**config.mk**
```make
export PLATFORM = sky130hd
export DESIGN_NAME = gcg_fifo
export DESIGN_NICKNAME = d
export VERILOG_FILES = /design/src/design/gcg_pkg.sv /design/src/design/gcg_fifo.sv
export SDC_FILE = /design/constraint.sdc
export NUM_CORES = 1
export LEC_CHECK = 0
export ABC_AREA = 1
export BUFFER_PORTS_ARGS = -buffer_cell sky130_fd_sc_hd__buf_2
export CORE_ASPECT_RATIO = 1.75
export CORE_MARGIN = 1.5
export CORE_UTILIZATION = 50
export CTS_CLUSTER_DIAMETER = 60
export DETAILED_ROUTE_END_ITERATION = 16
export HOLD_SLACK_MARGIN = 0.1
export PLACE_DENSITY = 0.77
export SLEW_MARGIN = 5
export SYNTH_ARGS = -nofsm -noshare
export SYNTH_HDL_FRONTEND = slang
export SYNTH_SLANG_ARGS = --single-unit
```
**constraint.sdc**
```tcl
create_clock -name clk -period 5.4 [get_ports clk]
set_input_delay 1.08 -clock clk [delete_from_list [all_inputs] [get_ports clk]]
set_output_delay 1.08 -clock clk [all_outputs]
set_load 0.005 [all_outputs]
```
**src/design/gcg_pkg.sv**
```systemverilog
package gcg_pkg;

	localparam int CoordBits = 16;
	localparam int FracBits  = 16;
	localparam int DiffBits  = CoordBits + 1;
	localparam int ProdBits  = 2 * DiffBits;
	localparam int SumBits   = ProdBits + 1;
	localparam int RootBits  = SumBits / 2 + 1;
	localparam int TBits     = FracBits + 1;
	localparam int NumRegs   = 8;

	typedef enum logic [1:0] {
		MODE_PLAIN  = 2'd0,
		MODE_FADE   = 2'd1,
		MODE_LINEAR = 2'd2,
		MODE_RADIAL = 2'd3
	} mode_t;

	typedef enum logic [2:0] {
		REG_MODE   = 3'd0,
		REG_COLOR_A = 3'd1,
		REG_COLOR_B = 3'd2,
		REG_COLOR_C = 3'd3,
		REG_COLOR_D = 3'd4,
		REG_ANCHOR = 3'd5,
		REG_AXIS_END = 3'd6,
		REG_RADIUS = 3'd7
	} reg_idx_t;

	typedef struct packed {
		mode_t                mode;
		logic [31:0]          color;
		logic signed [DiffBits-1:0] dx;
		logic signed [DiffBits-1:0] dy;
	} front_item_t;

	typedef struct packed {
		logic [31:0] color;
		logic        degenerate;
	} result_t;

	function automatic logic signed [DiffBits-1:0] coord_ext(input logic [15:0] v);
		logic signed [CoordBits-1:0] c;
		c = v[CoordBits-1:0];
		return DiffBits'(c);
	endfunction

endpackage

```
**src/design/gcg_fifo.sv**
```systemverilog
module gcg_fifo
	import gcg_pkg::*;
(
	input  logic        clk,
	input  logic        arst_n,
	input  logic        wr_valid,
	output logic        wr_ready,
	input  front_item_t wr_data,
	output logic        rd_valid,
	input  logic        rd_ready,
	output front_item_t rd_data
);

	front_item_t mem_q [2];
	logic        wp_q;
	logic        rp_q;
	logic [1:0]  cnt_q;
	logic        wr;
	logic        rd;

	assign wr_ready = cnt_q != 2'd2;
	assign rd_valid = cnt_q != 2'd0;
	assign rd_data  = mem_q[rp_q];
	assign wr = wr_valid && wr_ready;
	assign rd = rd_valid && rd_ready;

	always_ff @(posedge clk or negedge arst_n) begin
		if (!arst_n) begin
			wp_q  <= 1'b0;
			rp_q  <= 1'b0;
			cnt_q <= 2'd0;
		end else begin
			if (wr) wp_q <= !wp_q;
			if (rd) rp_q <= !rp_q;
			cnt_q <= cnt_q + {1'b0, wr} - {1'b0, rd};
		end
	end

	always_ff @(posedge clk) begin
		if (wr) mem_q[wp_q] <= wr_data;
	end

endmodule

```
==> out/results.ini <==
[run_status]
status = finished, final reports clean

[routing]
via_per_inst = 4.89
drtPass1Iterations = 4
drtIter0Drc = 176
post_drt_wl_per_cell_um = 15.0
vias = 3310
postRouteAntennaNets = 0
totalWireLength_mm = 10.2
drc = 0

[hold_path]
hold_path.class = in -> async

[clock_tree]
cts-root-buf = clkbuf_16
ctsResizeCount = 0
cts_tree = yes
cts_sinks = 140
insertion_delay_ns = 0.41
postCtsSetupBuffers = 0
cts_buffers = 17
cts_max_path_buffers = 2
htree_levels = 4
cts_hold_buf = 0
clk_pin_slew_ns = 0.06

[final_layout]
syn_to_final_growth_pct = 27.7
fill_cells = 800
utilization_pct = 65.0
final_nets = 608
drive_above_1_share_pct = 32.3

[pwr]
vdd_drop_max_mv = 0.314
power_density_nw_per_um2 = 568
leakage_uw = 0.00289

[sta]
setup_viol = 0
max_slew_margin_pct = 32.2
timing.fmax_mhz = 291
fin_skew_ns = 0.00866
finalCriticalPeriod_ns = 3.43
hold_violations = 0
tns_ns = 0
rsz0062_at_grt = no
slew_viol_final = 0
worst-slew-pin-transition_ns = 1.01
fin_crit_sh_pct = 63.6

[die]
initial_core_util_pct = 50.9
die-area_um2 = 11000
die_h_um = 138
io_pins = 142
rows = 49
die_width_um = 79.9
core_um2 = 10200

[synth]
synth_cell_types = 14
synth_top_area_share_pct = 78.9
syn_inst = 387
synth_nets = 460
yosys_warnings = 0
avgSynthCellArea_um2 = 13.4
syn_area_um2 = 5180
yosysTopAreaCell = edfxtp_1
ys_seq_area_share_pct = 80.8
synth_area_leaders = edfxtp_1, nand2_1, dfrtp_1
synth_seq_cells = 140

[global_route]
grt_pass1_wl_mm = 14.7
grt_max_degree = 70
grt_use_total_pct = 18.7
grt_pass1_vias = 3192
antenna_found_initial = 2
grt_overflow = 0

[setup_path]
cp-end-kind = output pin
arrival_ns = 2.35
path_max_fanout = 69
crit_type = reg -> out
start_kind = flop
critPathRequiredTime_ns = 4.32

[placed_design]
portBuffers = 141
place.gp.congestion = 0.744
detailed_place_hpwl_mm = 6.62

[run]
drv_cap = 0

[worst max-delay path, cell delays in order (launching register included)]
cell and delay (ns):
dfrtp_2 0.69, buf_4 0.49, inv_4 0.37, nand2_1 0.15
nand2_1 0.09, buf_2 0.14
[layout make-up]
cell class / count / area (um^2) / share of cell area, %
Multi-Input combinational cell: 224 / 875 / 13.2
Clock buffer: 17 / 425 / 6.43
Sequential cell: 140 / 4190 / 63.3
Antenna cell: 2 / 5.00 / 0.0757
Inverter: 8 / 32.5 / 0.492
Tap cell: 127 / 159 / 2.40
Timing Repair Buffer: 144 / 728 / 11.0
Clock inverter: 15 / 203 / 3.07
[synth_stat cells]
cell	instances
a21oi_1	1
buf_2	9
buf_4	3
buf_6	3
dfrtp_1	4
edfxtp_1	136
ha_1	1
inv_1	7
inv_4	1
nand2_1	213
nand3_1	2
nor2_1	5
o21ai_0	1
xor2_1	1
[metrics by stage]
stage	cells	setup WS (ns)	total power, uW	hold WS (ns)	instance area (um^2)
final	677	1.97	3750	0.471	6610
after global routing	677	1.76	3970	0.460	6610
after CTS	675	1.90	3790	0.458	6610
after detailed placement	643	2.28	2580	0.556	5980
after global placement	643	2.34	2540	0.536	5980
after floorplan	387	0.857	2170	0.485	5180
[power by group]
part | total [uW] | switching, uW | internal, uW
Combinational | 960 | 614 | 346
Clock | 1210 | 402 | 809
Sequential | 1580 | 96.9 | 1490
Total | 3750 | 1110 | 2640
[layer usage]
metal | vias to the layer above | wire length [um] | track usage [%]
met5 | - | 0 | 0
li1 | 1596 | - | -
met1 | 1578 | 3690 | 19.6
met3 | 14 | 625 | 6.36
met2 | 122 | 5640 | 32.7
met4 | 0 | 226 | 9.29
[registers in the layout, indices dropped and copies added, names as in the netlist]
signal  count
wp_q        1
mem_q     136
cnt_q       2
rp_q        1
[cell usage in the layout (no fill, tap or decap), drive strengths merged, types with 4 or more instances in the layout]
cell type / synthesis / routed
clkbuf: 0 / 17
nor2: 5 / 5
clkinv: 0 / 9
nand2: 213 / 213
dfrtp: 4 / 4
buf: 15 / 144
edfxtp: 136 / 136
inv: 8 / 8
bufinv: 0 / 5
[cells by family (layout without fill, tap and decap cells)]
kind of cell / Yosys count / in the layout / share of synthesized area, %
AND/OR/NAND/NOR: 220 / 220 / 16.0
other: 0 / 2 / 0
buffers and inverters: 23 / 184 / 2.59
AO/OA/AOI/OAI: 2 / 2 / 0.193
XOR/XNOR: 1 / 1 / 0.169
flip-flops: 140 / 140 / 80.8
adder cells (fa/ha/maj): 1 / 1 / 0.242
[final timing paths]
| check | depth (start not counted) | slack [ns] | to | startpoint |
|---|---|---|---|---|
| worst min register to register | 1 | 0.57 | cnt_q[0] | cnt_q[0] |
| worst max-delay path | 5 | 1.97 | rd_data[2] | rp_q |
| worst max register to register | 5 | 2.95 | mem_q[0][33] | cnt_q[0] |
| worst min-delay path | 1 | 0.47 | cnt_q[0] | arst_n |
| max in group asynchronous | 1 | 4.79 | rp_q | arst_n |
| min in group clk | 1 | 0.57 | cnt_q[0] | cnt_q[0] |
Power figures use the tool's default switching activity.
