==> config.mk <==
export PLATFORM = sky130hd
export DESIGN_NAME = gcg_front
export DESIGN_NICKNAME = d
export VERILOG_FILES = /design/src/design/gcg_pkg.sv /design/src/design/gcg_front.sv
export SDC_FILE = /design/constraint.sdc
export NUM_CORES = 1
export LEC_CHECK = 0
export ABC_AREA = 0
export BUFFER_PORTS_ARGS = -buffer_cell sky130_fd_sc_hd__buf_4
export CELL_PAD_IN_SITES_DETAIL_PLACEMENT = 0
export CELL_PAD_IN_SITES_GLOBAL_PLACEMENT = 1
export CORE_MARGIN = 2
export CORE_UTILIZATION = 33
export DETAILED_ROUTE_END_ITERATION = 8
export GPL_ROUTABILITY_DRIVEN = 0
export PLACE_DENSITY = 0.92
export SYNTH_ARGS = -nofsm -noshare
export SYNTH_HDL_FRONTEND = slang
export SYNTH_SLANG_ARGS = --single-unit
==> constraint.sdc <==
create_clock -name clk -period 2.88 [get_ports clk]
set_clock_uncertainty 0.1 [all_clocks]
set_input_delay 0.576 -clock clk [delete_from_list [all_inputs] [get_ports clk]]
set_output_delay 0.576 -clock clk [all_outputs]
set_load 0.02 [all_outputs]
==> src/design/gcg_pkg.sv <==
package gcg_pkg;

	localparam int CoordBits = 16;
	localparam int FracBits  = 16;
	localparam int DiffBits  = CoordBits + 1;
	localparam int ProdBits  = 2 * DiffBits;
	localparam int SumBits   = ProdBits + 1;
	localparam int RootBits  = SumBits / 2 + 1;
	localparam int TBits     = FracBits + 1;
	localparam int NumRegs   = 8;

	typedef enum logic [1:0] {
		MODE_PLAIN  = 2'd0,
		MODE_FADE   = 2'd1,
		MODE_LINEAR = 2'd2,
		MODE_RADIAL = 2'd3
	} mode_t;

	typedef enum logic [2:0] {
		REG_MODE   = 3'd0,
		REG_COLOR_A = 3'd1,
		REG_COLOR_B = 3'd2,
		REG_COLOR_C = 3'd3,
		REG_COLOR_D = 3'd4,
		REG_ANCHOR = 3'd5,
		REG_AXIS_END = 3'd6,
		REG_RADIUS = 3'd7
	} reg_idx_t;

	typedef struct packed {
		mode_t                mode;
		logic [31:0]          color;
		logic signed [DiffBits-1:0] dx;
		logic signed [DiffBits-1:0] dy;
	} front_item_t;

	typedef struct packed {
		logic [31:0] color;
		logic        degenerate;
	} result_t;

	function automatic logic signed [DiffBits-1:0] coord_ext(input logic [15:0] v);
		logic signed [CoordBits-1:0] c;
		c = v[CoordBits-1:0];
		return DiffBits'(c);
	endfunction

endpackage

==> src/design/gcg_front.sv <==
module gcg_front
	import gcg_pkg::*;
(
	input  logic        clk,
	input  logic        arst_n,
	input  logic        in_valid,
	output logic        in_ready,
	input  logic [15:0] px,
	input  logic [15:0] py,
	input  logic [2:0]  corner,
	input  mode_t       mode,
	input  logic [31:0] color_a,
	input  logic [31:0] color_b,
	input  logic [31:0] color_c,
	input  logic [31:0] color_d,
	input  logic [31:0] anchor,
	output logic        item_valid,
	input  logic        item_ready,
	output front_item_t item
);

	logic        valid_q;
	front_item_t item_q;
	front_item_t next_item;

	assign in_ready   = !valid_q || item_ready;
	assign item_valid = valid_q;
	assign item       = item_q;

	always_comb begin
		next_item.mode  = mode;
		next_item.color = color_a;
		if (mode == MODE_FADE) begin
			case (corner)
				3'd1: next_item.color = color_b;
				3'd2: next_item.color = color_c;
				3'd3: next_item.color = color_d;
				default: next_item.color = color_a;
			endcase
		end
		next_item.dx = coord_ext(px) - coord_ext(anchor[15:0]);
		next_item.dy = coord_ext(py) - coord_ext(anchor[31:16]);
	end

	always_ff @(posedge clk or negedge arst_n) begin
		if (!arst_n) begin
			valid_q <= 1'b0;
		end else if (in_ready) begin
			valid_q <= in_valid;
		end
	end

	always_ff @(posedge clk) begin
		if (in_valid && in_ready) begin
			item_q <= next_item;
		end
	end

endmodule

==> summary.txt, run 1 <==
Yosys
  • Seq cells post-synth: 69
  • Mapped Area: about 4900 sq um
  • Syn nets: ~720
  • Post-synthesis sequential area ratio: 42.0%
  • Avg Cell Area, Syn: 10.1 sq um
  • Number of flops mapped to enable cells by yosys: 68
  • Warnings from Yosys: 0
  • Post-synth ARST share: 1.45%
  • Main synth FF type: edfxtp_1
  • Netlist cell types: 53
  • Synth Instances: approximately 490

Routing
  • M1 wire length: 5790 um
  • DRC violations left: 0
  • DRT Wirelength: about 15,000 um
  • Met3 wire length: ~930 um
  • Vias: approximately 4.7k
  • TritonRoute pass-1 iters: 4
  • Starting DRC count in detailed routing: 270
  • Vias per inst: 4.92
  • Antenna-violating nets left: 0
  • Metal2 WL: around 7600 um
  • DR WL/cell: 15.5 um
  • Max Used Layer: met4

STA
  • Worst Tran Pin Value: about 0.49 ns
  • Hold_ws: between 0.3 and 0.4 ns
  • Slew headroom: about two thirds
  • Max Freq: 448 MHz
  • RSZ-0062 raised after global routing: no
  • Fin Setup TNS: 0 ns
  • Count of final setup violators: 0
  • Tcrit/Tclk final: 77.5%
  • Clock period minus worst slack: roughly 2.2 ns
  • Max-slew violations: 0
  • Fin. Hold Viols: 0

CTS
  • Setup bufs post-CTS: 0
  • Clock buffer depth: 2
  • Worst-skew pair later-pin latency: between 0.3 and 0.4 ns
  • TritonCTS clock tree: built
  • CTS Buf Count: 9
  • Clock transition at path regs: ~0.060 ns
  • # H-tree levels: 3
  • Resized Gates After CTS: 0
  • CTS Sinks: 69
  • Root Driver: clkbuf_16

Global routing
  • First-pass GRT wire length: 22,900 um
  • Initial antenna violation count: 0
  • Vias in the first global route: ~4.5k
  • GRT overflow: 0
  • Largest net degree at the start of global routing: 41
  • Total track usage: 18.1%

Setup path
  • RR Endpoint: item[41]$_DFFE_PP_
  • Worst setup EP type: flip-flop
  • Launch point of the worst reg-to-reg path: item_valid$_DFFE_PN0N_
  • Critical Path AT: 2.21 ns
  • CP startpoint kind: input port
  • Reg2reg setup slack: approximately 1.2 ns
  • Register-to-Register Path Depth: 3
  • Worst Path Required: 2.85 ns
  • Crit Path Category: input port to flip-flop
  • Crit Path Max Fanout: 5

Run
  • MaxCap Viol Count: 0

Finish
  • Post-layout nets: ~1,000
  • Seq. cell area: slightly above 2000 sq um
  • Fill cell count: ~1.4k
  • Layout cells sized above 1: between 40% and 50%
  • Antenna Cells: 0
  • Area of the multi-input gates: between 2000 and 3000 sq um
  • Synth-to-layout area growth: 52.1%

Die
  • Die Y: around 130 um
  • Die area: 15,900 sq um
  • Core Box Area: between 10,000 and 15,000 sq um
  • Ports: approximately 270
  • Initial core utilization: 33.8%
  • Width of the die: between 100 and 150 um
  • Row count: 44

Hold path
  • Hold Path Depth: 1
  • Worst min path class: input port to flip-flop
  • Hold path start: mode[0]
  • Hold Crit Endpoint: item[66]$_DFFE_PP_

Pwr
  • NetSw: around 0.97 mW
  • PwrDens: 465 nW/um^2
  • Sw frac: roughly 28%
  • Maximum vdd drop: about 230 uV
  • Comb power frac: between 20 and 30%
  • Leak pwr: ~3.5 nW
  • Power share of the clock group: between 30% and 40%
  • Sequential Power Share: between 30% and 40%
  • Int Pwr: around 2.5 mW

Place
  • Input/output buffers: 270
  • Post-DP HPWL: 11,900 um

Status
  • Status: completed
## per-stage QoR
step	utilization, %	instance area [sq um]	instances	worst slack (ns)	total power [mW]
after detailed placement	49.2	7150	928	0.292	2.32
after global placement	49.2	7150	928	0.315	2.30
after global routing	51.5	7480	945	0.475	3.65
after floorplan	-	4920	488	0.526	1.86
final	51.5	7480	945	0.648	3.48
after CTS	51.5	7480	945	0.657	3.51
## power by group through the flow
stage | Sequential, mW | Clock, mW | Combinational (mW)
after detailed placement | 1.28 | 0 | 1.04
after global routing | 1.26 | 1.25 | 1.13
after global placement | 1.28 | 0 | 1.03
final | 1.25 | 1.19 | 1.04
after CTS | 1.26 | 1.21 | 1.04
after floorplan | 1.38 | 0 | 0.479
## cell families (layout without fill, tap and decap cells)
kind of cell	Yosys count	count (layout)	share of synthesized area, %
flops	69	69	42.0
buf+inv	69	342	5.52
xor+xnor	20	20	3.56
fa+ha+maj	34	34	8.96
mux	37	37	8.35
compound gates	147	147	20.8
simple gates	112	112	10.7
## per-layer routing
layer  vias up  track usage (%)
met4         0             7.37
li1       2352                -
met5         -                0
met3        20             3.19
met2       186             31.9
met1      2094             21.7
## critical path, cell delays in order
cell,delay [ns]
buf_4,0.11
ha_1,0.34
and2_4,0.18
a221oi_2,0.31
nand3_1,0.25
a2111oi_2,0.35
nor3_1,0.09
## cell type report
type | instances | share of cell area [%]
timing repair buffer | 278 | 28.1
multi-input combinational | 350 | 34.5
clock buffer | 9 | 3.01
tap | 184 | 3.08
sequential | 69 | 27.6
inverter | 48 | 2.41
clock inverter | 7 | 1.20
## Yosys cell counts (all sizes together), types with 5 or more instances
| cell type | instances | share of area, % |
|---|---|---|
| clkbuf | 11 | 0.84 |
| a31oi | 5 | 0.64 |
| nor2 | 21 | 1.7 |
| nand3 | 9 | 0.92 |
| nor3 | 7 | 0.71 |
| ha | 32 | 8.1 |
| buf | 10 | 1.0 |
| and3 | 5 | 0.64 |
| nor2b | 9 | 1.1 |
| o21ai | 44 | 4.5 |
| a22oi | 33 | 5.0 |
| inv | 48 | 3.7 |
| xor2 | 8 | 1.4 |
| and2 | 5 | 0.69 |
| nand2 | 43 | 3.3 |
| nand2b | 7 | 0.89 |
| mux2 | 32 | 7.3 |
| a21o | 7 | 1.1 |
| mux2i | 5 | 1.0 |
| xnor2 | 12 | 2.1 |
| edfxtp | 68 | 42 |
| a21oi | 14 | 1.5 |
| o21a | 8 | 1.2 |
## registers in the layout, summed over array words and instances (netlist names)
register    cells
item           68
item_valid      1
## timing repair
action                                  4_1_cts  5_1_grt
endpoints found under the setup margin        0        0
hold endpoints to repair                      1        0
hold buffers                                  1        0
## placed cells by master (no fill, tap or decap), types with 4 or more instances in the layout
cell type  Yosys  final
buf_4          0    276
edfxtp_1      68     68
inv_1         48     48
nand2_1       43     43
o21ai_0       43     43
a22oi_1       33     33
mux2_2        32     32
ha_1          32     32
nor2_1        20     20
a21oi_1       13     13
xnor2_1       12     12
nand3_1        9      9
clkbuf_16      0      9
nor2b_1        9      8
o21a_1         8      8
xor2_1         8      8
a21o_1         7      7
nor3_1         7      7
nand2b_1       7      7
mux2i_1        5      5
a31oi_1        5      5
and3_1         5      5
a211o_1        4      4
## worst max path at each step
stage | startpoint | end | slack [ns] | cells after the start
after floorplan | py[0] | item[16]$_DFFE_PP_ | 0.53 | 8
after global placement | px[2] | item[27]$_DFFE_PP_ | 0.32 | 7
after detailed placement | px[0] | item[27]$_DFFE_PP_ | 0.29 | 9
after CTS | px[0] | item[27]$_DFFE_PP_ | 0.66 | 9
after global routing | px[0] | item[27]$_DFFE_PP_ | 0.48 | 9
final | px[3] | item[32]$_DFFE_PP_ | 0.65 | 7
No activity file was read; power rests on OpenSTA's default activity.
==> run 2, diff against run 1 <==
Clock period 2.88 ns to 2.11 ns, I/O delays scaled along.
==> summary.txt, run 2 (synthesis gave the netlist of run 1 again) <==
Global routing
  • Largest net degree at the start of global routing: 69 (+68%)
  • Total track usage: 19.1% (+1.0 points)
  • GRT overflow: 0 (unchanged)
  • First-pass GRT wire length: 24,100 um (+5.4%)
  • Initial antenna violation count: 0 (unchanged)
  • Vias in the first global route: 4,875 (+8.9%)

STA
  • Count of final setup violators: 0 (unchanged)
  • Max Freq: 501 MHz
  • Max-slew violations: 0 (unchanged)
  • Tcrit/Tclk final: 94.5%
  • Slew headroom: 72.3% (+5.1 points)
  • Fin. Hold Viols: 0 (unchanged)
  • Worst Tran Pin Value: 0.415 ns (-0.0747 ns)
  • RSZ-0062 raised after global routing: no
  • Clock period minus worst slack: about 2 ns
  • Fin Setup TNS: 0 ns (unchanged)

CTS
  • Clock buffer depth: 2 (unchanged)
  • Setup bufs post-CTS: 0 (unchanged)
  • Worst-skew pair later-pin latency: 0.32 ns (about the same)
  • CTS Sinks: 69 (unchanged)
  • CTS Buf Count: 9 (unchanged)
  • TritonCTS clock tree: built
  • Clock transition at path regs: 0.06 ns (about the same)
  • # H-tree levels: 3 (unchanged)
  • Root Driver: clkbuf_16

Finish
  • Max reg flops: 68 (unchanged)
  • Fill cell count: 1,367 (-1.9%)
  • Post-route cell area: 7950 sq um (+6.3%)
  • Seq. cell area: 2070 sq um (unchanged)
  • Post-Route Utilization: 54.7% (+3.2 points)
  • Synth-to-layout area growth: 61.7%
  • Layout cells sized above 1: 48.9% (+4.6 points)
  • Most common cell after layout, fill and taps aside: buf_4
  • Antenna Cells: 0 (unchanged)
  • Area of the multi-input gates: 2640 sq um (+2.2%)
  • Post-layout nets: 1,052 (+6.2%)
  • Most frequent cells in the layout: buf_4 (335), edfxtp_1 (68), inv_1 (47), nand2_1 (43), o21ai_0 (43)

Setup path
  • Family with the most delay on the worst path: compound AO/OA/AOI/OAI gates
  • Crit path largest cell delay: 0.35 ns (about the same)
  • Crit Path Max Fanout: 3 (-2)
  • Critical Path AT: 1.96 ns (-0.25 ns)
  • Critical Path Slowest Stage Cell: fa_2
  • Crit-path cells: buf_4 > inv_1 > ha_1 > fa_2 > nor2b_1 > o311a_2 > nor2_2 > o311ai_2 > a31oi_1
  • Worst setup EP type: flip-flop
  • CP startpoint kind: input port
  • WP buf/inv: 2 (+1)
  • Worst Path Required: 2.08 ns (-0.77 ns)
  • Crit Path Category: input port to flip-flop

Die
  • Initial core utilization: 33.8% (unchanged)
  • Die Y: 126 um (unchanged)
  • Core Box Area: 14,500 sq um (unchanged)
  • Width of the die: 126 um (unchanged)
  • Row count: 44 (unchanged)
  • Die area: 15,900 sq um (unchanged)
  • Ports: 271 (unchanged)

Place
  • Area after DPL: 7680 sq um (+7.4%)
  • Post-DP HPWL: 12,500 um (+5.4%)
  • Input/output buffers: 270 (unchanged)

Routing
  • Vias per inst: 4.90 (-0.45%)
  • Starting DRC count in detailed routing: 294 (+8.9%)
  • Antenna-violating nets left: 0 (unchanged)
  • DRT Wirelength: 15,700 um (+7.1%)
  • DR WL/cell: 15.7 um (+0.81%)
  • TritonRoute pass-1 iters: 5 (+1)
  • DRC violations left: 0 (unchanged)
  • Vias: 4,920 (+5.8%)

Status
  • Status: completed

Pwr
  • Maximum vdd drop: 332 uV (+42%)
  • Total power: 4.61 mW (+33%)
  • PwrDens: 580 nW/um^2 (+25%)
  • Leak pwr: 3.78 nW (+7.8%)

Hold path
  • Worst min path class: input port to flip-flop

Run
  • MaxCap Viol Count: 0 (unchanged)
## run 2: worst paths after layout
path | startpoint | end | slack (ns) | depth (start not counted)
max | py[0] | item[16]$_DFFE_PP_ | 0.12 | 9
min | mode[1] | item[67]$_DFFE_PP_ | 0.18 | 1
max reg2reg | item_valid$_DFFE_PN0N_ | item[10]$_DFFE_PP_ | 0.61 | 3
min reg2reg | item_valid$_DFFE_PN0N_ | item_valid$_DFFE_PN0N_ | 0.46 | 2
max in group asynchronous | arst_n | item_valid$_DFFE_PN0N_ | 1.51 | 2
min in group asynchronous | arst_n | item_valid$_DFFE_PN0N_ | 0.32 | 2
## run 2: metrics by stage
step	instances	setup WS (ns)	hold WS (ns)
finish	1004	0.116	0.184
global route	1004	0.0185	0.178
CTS	1004	0.0547	0.172
detailed placement	989	-0.289	0.0992
global placement	989	-0.277	0.0979
floorplan	488	0.0110	0.0264
## run 2: power breakdown
| group | total, mW | switching (mW) | internal (mW) |
|---|---|---|---|
| Sequential | 1.72 | 0.0375 | 1.68 |
| Clock | 1.30 | 0.532 | 0.769 |
| Combinational | 1.59 | 0.749 | 0.844 |
## run 2: area by class of cell
class	instances	share of cell area, %
multi-input cells	350	33.2
repair buffers	339	32.5
flip-flops and latches	69	26.0
well taps	184	2.90
clock buffers	10	2.88
inverters	48	2.27
clock inverters	4	0.220
## run 2: what timing repair did
| action | in CTS | in global routing |
|---|---|---|
| gates resized for setup | 0 | 1 |
| endpoints found under the setup margin | 0 | 2 |
| hold buffers | 1 | 0 |
| endpoints found under the hold margin | 1 | 0 |
## run 2: layer usage
metal	GRT usage (%)	wire length, um	share of wire, %	vias up
met5	0	0	0	-
met4	6.53	234	1.5	0
met3	3.31	1010	6.4	14
met2	36.2	8450	54	182
met1	21.3	6050	38	2260
li1	-	-	-	2464
